[src/rtl/mexp_pkg.sv]
`timescale 1ns / 1ps
`default_nettype none
// ----------------------------------------------------------------------------
// mexp_pkg
// shared types and constants of the word-wide modular exponentiation block
// ----------------------------------------------------------------------------
package mexp_pkg;

  // widest supported data word and default width
  localparam int unsigned WORD_BITS_DEF = 32;

  // register reset values
  localparam logic [31:0] MODULUS_RST  = 32'd2759063089;
  localparam logic [31:0] EXPONENT_RST = 32'h0001_0001;

  // modular multiply operation currently run by the datapath
  typedef enum logic [1:0] {
    OP_RED = 2'd0,  // reduce the input word: word * 1 mod n
    OP_MUL = 2'd1,  // acc * base mod n
    OP_SQR = 2'd2   // base * base mod n
  } op_e;

  // controller to datapath commands
  typedef struct packed {
    logic load;       // capture a new item, start reduction
    logic start;      // start a modular multiply of kind op
    op_e  op;
    logic step;       // one multiplier bit of the running multiply
    logic shift_key;  // drop the lowest exponent bit
    logic out_load;   // copy the result into the output register
  } cmd_t;

  // datapath to controller status
  typedef struct packed {
    logic cnt_last;       // current step is the last multiplier bit
    logic key_zero;       // no exponent bits left
    logic key_bit0;       // lowest exponent bit
    logic key_rest_zero;  // all bits above the lowest are zero
  } sts_t;

endpackage
`default_nettype wire

[src/rtl/mexp_dp.sv]
`timescale 1ns / 1ps
`default_nettype none
// ----------------------------------------------------------------------------
// mexp_dp
// datapath: operand registers and a bit-serial interleaved modular multiplier
// ----------------------------------------------------------------------------
module mexp_dp #(
  parameter int unsigned WORD_BITS = mexp_pkg::WORD_BITS_DEF
) (
  input  wire logic          clk_i,
  input  wire logic          rst_ni,
  input  wire mexp_pkg::cmd_t cmd_i,
  output mexp_pkg::sts_t     sts_o,
  input  wire logic [31:0]   modulus_i,
  input  wire logic [31:0]   exponent_i,
  input  wire logic [31:0]   plain_i,
  input  wire logic          last_i,
  output logic [31:0]        cipher_o,
  output logic               last_o
);
  import mexp_pkg::*;

  localparam int unsigned CNT_W = $clog2(WORD_BITS);

  op_e                  op_q;
  logic [CNT_W-1:0]     cnt_q;
  logic [WORD_BITS-1:0] acc_q, base_q, key_q, r_q, mplier_q;
  logic                 last_q;
  logic [31:0]          cipher_q;
  logic                 last_out_q;

  logic [WORD_BITS-1:0] m_w, mcand, r_d;
  logic [WORD_BITS:0]   m_ext, t2, t1, addend, s0, s1;
  logic                 cnt_last;

  // a modulus of zero stands for 2^WORD_BITS
  assign m_w   = modulus_i[WORD_BITS-1:0];
  assign m_ext = {(m_w == '0), m_w};

  assign mcand = (op_q == OP_RED) ? WORD_BITS'(1) : base_q;

  // r = 2r mod n, then r = r + b mod n when the multiplier bit is set
  always_comb begin
    t2     = {r_q, 1'b0};
    t1     = (t2 >= m_ext) ? (t2 - m_ext) : t2;
    addend = mplier_q[WORD_BITS-1] ? {1'b0, mcand} : '0;
    s0     = t1 + addend;
    s1     = (s0 >= m_ext) ? (s0 - m_ext) : s0;
    r_d    = s1[WORD_BITS-1:0];
  end

  assign cnt_last = (cnt_q == CNT_W'(WORD_BITS - 1));

  always_ff @(posedge clk_i or negedge rst_ni) begin
    if (!rst_ni) begin
      op_q  <= OP_RED;
      cnt_q <= '0;
    end else if (cmd_i.load) begin
      op_q  <= OP_RED;
      cnt_q <= '0;
    end else if (cmd_i.start) begin
      op_q  <= cmd_i.op;
      cnt_q <= '0;
    end else if (cmd_i.step) begin
      cnt_q <= cnt_q + CNT_W'(1);
    end
  end

  always_ff @(posedge clk_i) begin
    if (cmd_i.load) begin
      r_q      <= '0;
      mplier_q <= plain_i[WORD_BITS-1:0];
      key_q    <= exponent_i[WORD_BITS-1:0];
      acc_q    <= WORD_BITS'(1);
      last_q   <= last_i;
    end else if (cmd_i.start) begin
      r_q      <= '0;
      mplier_q <= (cmd_i.op == OP_MUL) ? acc_q : base_q;
    end else if (cmd_i.step) begin
      r_q      <= r_d;
      mplier_q <= {mplier_q[WORD_BITS-2:0], 1'b0};
      if (cnt_last) begin
        case (op_q)
          OP_MUL:  acc_q  <= r_d;
          default: base_q <= r_d;
        endcase
      end
    end
    if (cmd_i.shift_key) begin
      key_q <= {1'b0, key_q[WORD_BITS-1:1]};
    end
    if (cmd_i.out_load) begin
      cipher_q   <= 32'(acc_q);
      last_out_q <= last_q;
    end
  end

  assign sts_o.cnt_last      = cnt_last;
  assign sts_o.key_zero      = (key_q == '0);
  assign sts_o.key_bit0      = key_q[0];
  assign sts_o.key_rest_zero = (key_q[WORD_BITS-1:1] == '0);

  assign cipher_o = cipher_q;
  assign last_o   = last_out_q;

endmodule
`default_nettype wire

[src/rtl/mexp_ctrl.sv]
`timescale 1ns / 1ps
`default_nettype none
// ----------------------------------------------------------------------------
// mexp_ctrl
// sequencer for right-to-left square-and-multiply and the output handshake
// ----------------------------------------------------------------------------
module mexp_ctrl (
  input  wire logic           clk_i,
  input  wire logic           rst_ni,
  input  wire logic           in_valid_i,
  output logic                in_ready_o,
  output logic                out_valid_o,
  input  wire logic           out_ready_i,
  output mexp_pkg::cmd_t      cmd_o,
  input  wire mexp_pkg::sts_t sts_i
);
  import mexp_pkg::*;

  localparam logic [2:0] S_IDLE  = 3'd0;
  localparam logic [2:0] S_RUN_E = 3'd1;  // multiply, then evaluate a key bit
  localparam logic [2:0] S_RUN_S = 3'd2;  // multiply, then shift the key
  localparam logic [2:0] S_EVAL  = 3'd3;
  localparam logic [2:0] S_SHIFT = 3'd4;
  localparam logic [2:0] S_DONE  = 3'd5;

  logic [2:0] state_q, state_d;
  logic       out_valid_q, out_valid_d;
  cmd_t       cmd;

  always_comb begin
    state_d    = state_q;
    cmd        = '0;
    cmd.op     = OP_RED;
    in_ready_o = 1'b0;
    case (state_q)
      S_IDLE: begin
        in_ready_o = 1'b1;
        if (in_valid_i) begin
          cmd.load = 1'b1;
          state_d  = S_RUN_E;
        end
      end
      S_RUN_E: begin
        cmd.step = 1'b1;
        if (sts_i.cnt_last) state_d = S_EVAL;
      end
      S_RUN_S: begin
        cmd.step = 1'b1;
        if (sts_i.cnt_last) state_d = S_SHIFT;
      end
      S_EVAL: begin
        if (sts_i.key_zero) begin
          state_d = S_DONE;
        end else if (sts_i.key_bit0) begin
          cmd.start = 1'b1;
          cmd.op    = OP_MUL;
          state_d   = S_RUN_S;
        end else begin
          state_d = S_SHIFT;
        end
      end
      S_SHIFT: begin
        cmd.shift_key = 1'b1;
        if (sts_i.key_rest_zero) begin
          state_d = S_DONE;
        end else begin
          cmd.start = 1'b1;
          cmd.op    = OP_SQR;
          state_d   = S_RUN_E;
        end
      end
      S_DONE: begin
        if (!out_valid_q || out_ready_i) begin
          cmd.out_load = 1'b1;
          state_d      = S_IDLE;
        end
      end
      default: state_d = S_IDLE;
    endcase
  end

  always_comb begin
    out_valid_d = out_valid_q;
    if (cmd.out_load) out_valid_d = 1'b1;
    else if (out_ready_i) out_valid_d = 1'b0;
  end

  always_ff @(posedge clk_i or negedge rst_ni) begin
    if (!rst_ni) begin
      state_q     <= S_IDLE;
      out_valid_q <= 1'b0;
    end else begin
      state_q     <= state_d;
      out_valid_q <= out_valid_d;
    end
  end

  assign cmd_o       = cmd;
  assign out_valid_o = out_valid_q;

  a_busy_after_accept: assert property (@(posedge clk_i) disable iff (!rst_ni)
    (in_valid_i && in_ready_o) |=> !in_ready_o)
    else $error("input taken again while an item is in work");

  a_no_overwrite: assert property (@(posedge clk_i) disable iff (!rst_ni)
    cmd.out_load |-> (!out_valid_q || out_ready_i))
    else $error("output register overwritten before it was taken");

  a_mul_then_shift: assert property (@(posedge clk_i) disable iff (!rst_ni)
    (state_q == S_RUN_S && sts_i.cnt_last) |=> (state_q == S_SHIFT))
    else $error("multiply did not hand over to the key shift");

endmodule
`default_nettype wire

[src/rtl/modular_exponentiation_word.sv]
`timescale 1ns / 1ps
`default_nettype none
// ----------------------------------------------------------------------------
// modular_exponentiation_word
// word-wide modular exponentiation, result = word ^ exponent mod modulus
// ----------------------------------------------------------------------------
// usage
//   s_axis: one item per word, tdata = plain word, tlast = end-of-buffer flag
//   m_axis: one item per input, tdata = result word, tlast = copied flag
//   apb: modulus at 0x0, exponent at 0x4, written by the user only while
//   the block is idle; the block itself does not enforce it
// timing, from accept to result register
//   grows with the bit length and popcount of the exponent, set by the
//   bit-serial modular multiplier, one multiplier bit per cycle, shared by
//   the input reduction, multiplies and squarings
// throughput
//   one item at a time; the next item is taken while a finished result
//   still waits in the output register
// reset
//   registers return to modulus 2759063089 and exponent 0x10001, no item
//   is held, m_axis_tvalid is low
// stall
//   a result waiting on m_axis_tready holds; a finished word waits in the
//   sequencer until the output register is free
// ----------------------------------------------------------------------------
module modular_exponentiation_word #(
  parameter int unsigned WORD_BITS = mexp_pkg::WORD_BITS_DEF
) (
  input  wire logic        clk_i,
  input  wire logic        rst_ni,
  // input item stream
  input  wire logic        s_axis_tvalid,
  output logic             s_axis_tready,
  input  wire logic [31:0] s_axis_tdata,   // [31:0] plain_word
  input  wire logic        s_axis_tlast,   // last_word
  // result item stream
  output logic             m_axis_tvalid,
  input  wire logic        m_axis_tready,
  output logic [31:0]      m_axis_tdata,   // [31:0] cipher_word
  output logic             m_axis_tlast,   // last_out
  // register port
  input  wire logic        psel,
  input  wire logic        penable,
  input  wire logic        pwrite,
  input  wire logic [2:0]  paddr,
  input  wire logic [31:0] pwdata,
  output logic [31:0]      prdata,
  output logic             pready
);
  import mexp_pkg::*;

  // register indexes, taken from the word address
  localparam logic REG_MODULUS  = 1'b0;
  localparam logic REG_EXPONENT = 1'b1;

  logic [31:0] modulus_q, exponent_q;
  logic        reg_idx;
  logic        cfg_wr;

  cmd_t cmd;
  sts_t sts;

  assign pready  = 1'b1;
  assign reg_idx = paddr[2];
  assign cfg_wr  = psel && penable && pwrite;

  // configuration registers
  always_ff @(posedge clk_i or negedge rst_ni) begin
    if (!rst_ni) begin
      modulus_q  <= MODULUS_RST;
      exponent_q <= EXPONENT_RST;
    end else if (cfg_wr) begin
      case (reg_idx)
        REG_MODULUS:  modulus_q  <= pwdata;
        REG_EXPONENT: exponent_q <= pwdata;
        default:      modulus_q  <= modulus_q;
      endcase
    end
  end

  // read back
  always_comb begin
    case (reg_idx)
      REG_MODULUS:  prdata = modulus_q;
      REG_EXPONENT: prdata = exponent_q;
      default:      prdata = '0;
    endcase
  end

  // sequencer
  mexp_ctrl u_ctrl (
    .clk_i       (clk_i),
    .rst_ni      (rst_ni),
    .in_valid_i  (s_axis_tvalid),
    .in_ready_o  (s_axis_tready),
    .out_valid_o (m_axis_tvalid),
    .out_ready_i (m_axis_tready),
    .cmd_o       (cmd),
    .sts_i       (sts)
  );

  // operand registers and modular multiplier
  mexp_dp #(
    .WORD_BITS (WORD_BITS)
  ) u_dp (
    .clk_i      (clk_i),
    .rst_ni     (rst_ni),
    .cmd_i      (cmd),
    .sts_o      (sts),
    .modulus_i  (modulus_q),
    .exponent_i (exponent_q),
    .plain_i    (s_axis_tdata),
    .last_i     (s_axis_tlast),
    .cipher_o   (m_axis_tdata),
    .last_o     (m_axis_tlast)
  );

endmodule
`default_nettype wire
[config.mk]
export PLATFORM = sky130hd
export DESIGN_NAME = modular_exponentiation_word
export DESIGN_NICKNAME = d
export VERILOG_FILES = /design/src/rtl/mexp_pkg.sv /design/src/rtl/mexp_dp.sv /design/src/rtl/mexp_ctrl.sv /design/src/rtl/modular_exponentiation_word.sv
export SDC_FILE = /design/constraint.sdc
export NUM_CORES = 1
export LEC_CHECK = 0
export ABC_AREA = 1
export BUFFER_PORTS_ARGS = -buffer_cell sky130_fd_sc_hd__buf_2
export CAP_MARGIN = 30
export CORE_UTILIZATION = 45
export DETAILED_ROUTE_END_ITERATION = 8
export GPL_TIMING_DRIVEN = 0
export PLACE_DENSITY = 0.72
export SYNTH_ARGS = -nofsm -noshare
export SYNTH_HDL_FRONTEND = slang
export SYNTH_SLANG_ARGS = --single-unit
[constraint.sdc]
create_clock -name clk_i -period 8 [get_ports clk_i]
set_input_delay 1.2 -clock clk_i [delete_from_list [all_inputs] [get_ports clk_i]]
set_output_delay 1.2 -clock clk_i [all_outputs]
set_load 0.02 [all_outputs]
==> out/qor.txt <==
status: finished, final reports clean
Crit-path slowest cell: nor4_1
Port Buffers: 138
NumNets Final: 3347
Critical Path Max Stage Delay: 0.47 ns
n_diodes: 0
vias in the first global route: 17.8k
sequential element share of the synthesized area: 36.2%
skew final: 0.0324 ns
fin crit period: 7.53 ns
Reg clk slew, reported paths: 0.06 ns
number of synthesized register bits: 269
CTS H-tree lvls: 1
largest net degree at the start of global routing: 66
num ports: 143
Worst R2R Setup Slack: 0.47 ns
Max Fclk: 0.133 GHz
Netlist cell types: 47
crit path DAT: 8.00 ns
CP Capture Type: register
kind of critical path: reg2reg
vias per cell: 5.17
dpl hpwl: 55500 um
first-pass GRT wire length: 102000 um
CTS root buf: clkbuf_16
initial antenna violation count: 0
Max Root-Sink Buffers: 3
Worst EP required: 8.46 ns
class of the worst hold path: reg2reg
clk_lat worst skew: 0.59 ns
CP max FO: 10
cell mode on critical path: nand2_1
Max-cap violations: 0
CTS tree: done
Syn-to-layout area delta: 13.0%
total grt overflow: 0
total number of vias: 19.5k
Initial DRC Count: 2183
core box area: 0.0430 mm2
Synth Instances: 2996
Worst Tran Pin Value: 0.955 ns
Post-synth EDFFs: 129
# Post-CTS Setup Buffers: 0
total CTS buffers: 30
die area: 0.0443 mm2
DRT Pass-1 Iters: 8
Final Hold Vio Count: 0
clk sinks: 269
final setup fails: 0
Fin Setup TNS: 0 ns
DRT Wirelength: 67000 um
# DRC: 0
Die X-Extent: 211 um
Slew headroom: 36.2%
layout cell share with drive strength beyond 1: 8.14%
Syn Area/Cell: 6.53 um2
Starting Density: 45.5%
most common flop cell mapped by yosys: edfxtp_1
fin util: 51.4%
gpl congestion: 1.11
unrepaired setup endpoints after global routing: false
die extent in y: 211 um
row count: 76
synth warn: 0
Final Cycle Share: 94.2%
Avg WL per Cell: 17.7 um
DRT antenna net count: 0
Post-synth ARST share: 27.9%
Mapped Area: 0.0196 mm2
Synth Net Count: 3174
Final Max Tran Viols: 0
GRT Total Usage: 30.3%
startpoint types: register
[worst max-delay path: cells and delay by family, from the launching register on]
family                   cells  cell delay (ns)
buffers and inverters       11             1.39
adder cells (fa/ha/maj)      4             1.54
AND/OR/NAND/NOR             25             4.03
AO/OA/AOI/OAI                1             0.06
flip-flops                   1             0.37
[worst paths after layout]
| kind | from | to | cells after the start |
|---|---|---|---|
| worst max-delay path | modulus_q[20] | u_dp.acc_q[22] | 41 |
| worst min-delay path | u_dp.acc_q[21] | u_dp.cipher_o[21] | 0 |
| worst max register to register | modulus_q[20] | u_dp.acc_q[22] | 41 |
| worst min register to register | u_dp.acc_q[21] | u_dp.cipher_o[21] | 0 |
| max in group asynchronous | rst_ni | modulus_q[4] | 2 |
| min in group asynchronous | rst_ni | modulus_q[27] | 1 |
[logic make-up (layout without fill, tap and decap cells)]
kind of cell / Yosys count / in the layout / share of synthesized area (%)
xor gates and xnor gates: 49 / 49 / 2.19
adders and majority gates: 103 / 103 / 6.70
DFF: 269 / 269 / 36.2
buffers and inverters: 564 / 761 / 11.3
AOI/OAI and AO/OA: 323 / 323 / 8.63
other: 1 / 1 / 0.0192
and+or+nand+nor: 1687 / 1687 / 35.0
[stage by stage]
step / hold WS [ns] / std cells / instance area, um2 / setup slack [ns]
final: 0.428 / 3778 / 22100 / 0.466
after global routing: 0.424 / 3778 / 22100 / 0.00964
after CTS: 0.418 / 3778 / 22100 / 0.510
after detailed placement: 0.416 / 3722 / 21100 / 0.564
after global placement: 0.405 / 3719 / 21000 / 0.534
after floorplan: 0.400 / 2996 / 19600 / 2.67
[layer usage]
layer	GRT usage, %	vias to the layer above	wire [um]
li1	-	9777	-
met4	11.4	0	2610
met2	47.7	821	28800
met1	42.4	8825	29800
met5	0	-	0
met3	4.05	120	5820
[final cells by class]
class | count | area, um2
Buffer | 85 | 410
Clock buffer | 44 | 885
Clock inverter | 12 | 134
Fill cell | 4414 | 20900
Inverter | 479 | 1800
Multi-Input combinational cell | 2163 | 10300
Sequential cell | 269 | 7080
Tap cell | 585 | 732
Timing Repair Buffer | 141 | 776
[synthesized netlist by cell type, types with 21 or more instances]
cell type / instances / area share (%)
clkbuf_1: 56 / 1.1
xor2_1: 31 / 1.4
edfxtp_1: 129 / 20
a21oi_1: 117 / 3.0
nor3_1: 21 / 0.54
dfxtp_1: 65 / 6.7
ha_1: 100 / 6.4
nand2_1: 1192 / 23
inv_1: 476 / 9.1
nand3_1: 207 / 5.3
o21ai_0: 168 / 4.3
nand4_1: 29 / 0.93
nor2_1: 190 / 3.6
dfrtp_1: 56 / 7.2
[state kept, by name, summed over array words and instances (netlist names)]
| signal | flops |
|---|---|
| u_dp.mplier_q | 32 |
| u_ctrl.state_q | 3 |
| modulus_q | 32 |
| u_dp.base_q | 32 |
| u_dp.last_o | 1 |
| u_dp.cnt_q | 5 |
| u_dp.key_q | 32 |
| u_dp.r_q | 32 |
| u_dp.cipher_o | 32 |
| u_dp.last_q | 1 |
| u_ctrl.out_valid_o | 1 |
| u_dp.acc_q | 32 |
| exponent_q | 32 |
| u_dp.op_q | 2 |
[cell usage in the layout (no fill, tap or decap), types with 18 or more instances in the layout]
master	count
nor3_1	21
dfstp_2	19
edfxtp_1	129
dfxtp_1	65
clkbuf_16	31
xnor2_1	18
a21oi_1	117
nand3_1	207
xor2_1	31
ha_1	100
nand2_1	1192
buf_2	153
nor2_1	188
dfrtp_1	56
inv_1	476
clkbuf_1	63
o21ai_0	168
nand4_1	29
[what timing repair did]
action | 4_1_cts | 5_1_grt
hold buffers | 0 | 0
endpoints found under the hold margin | 0 | 0
setup endpoints to repair | 0 | 41
resized for setup | 0 | 1
Power is left out: the tool's default activity adds up to more than one toggle a clock period on the data nets, which glitch-free logic cannot reach.
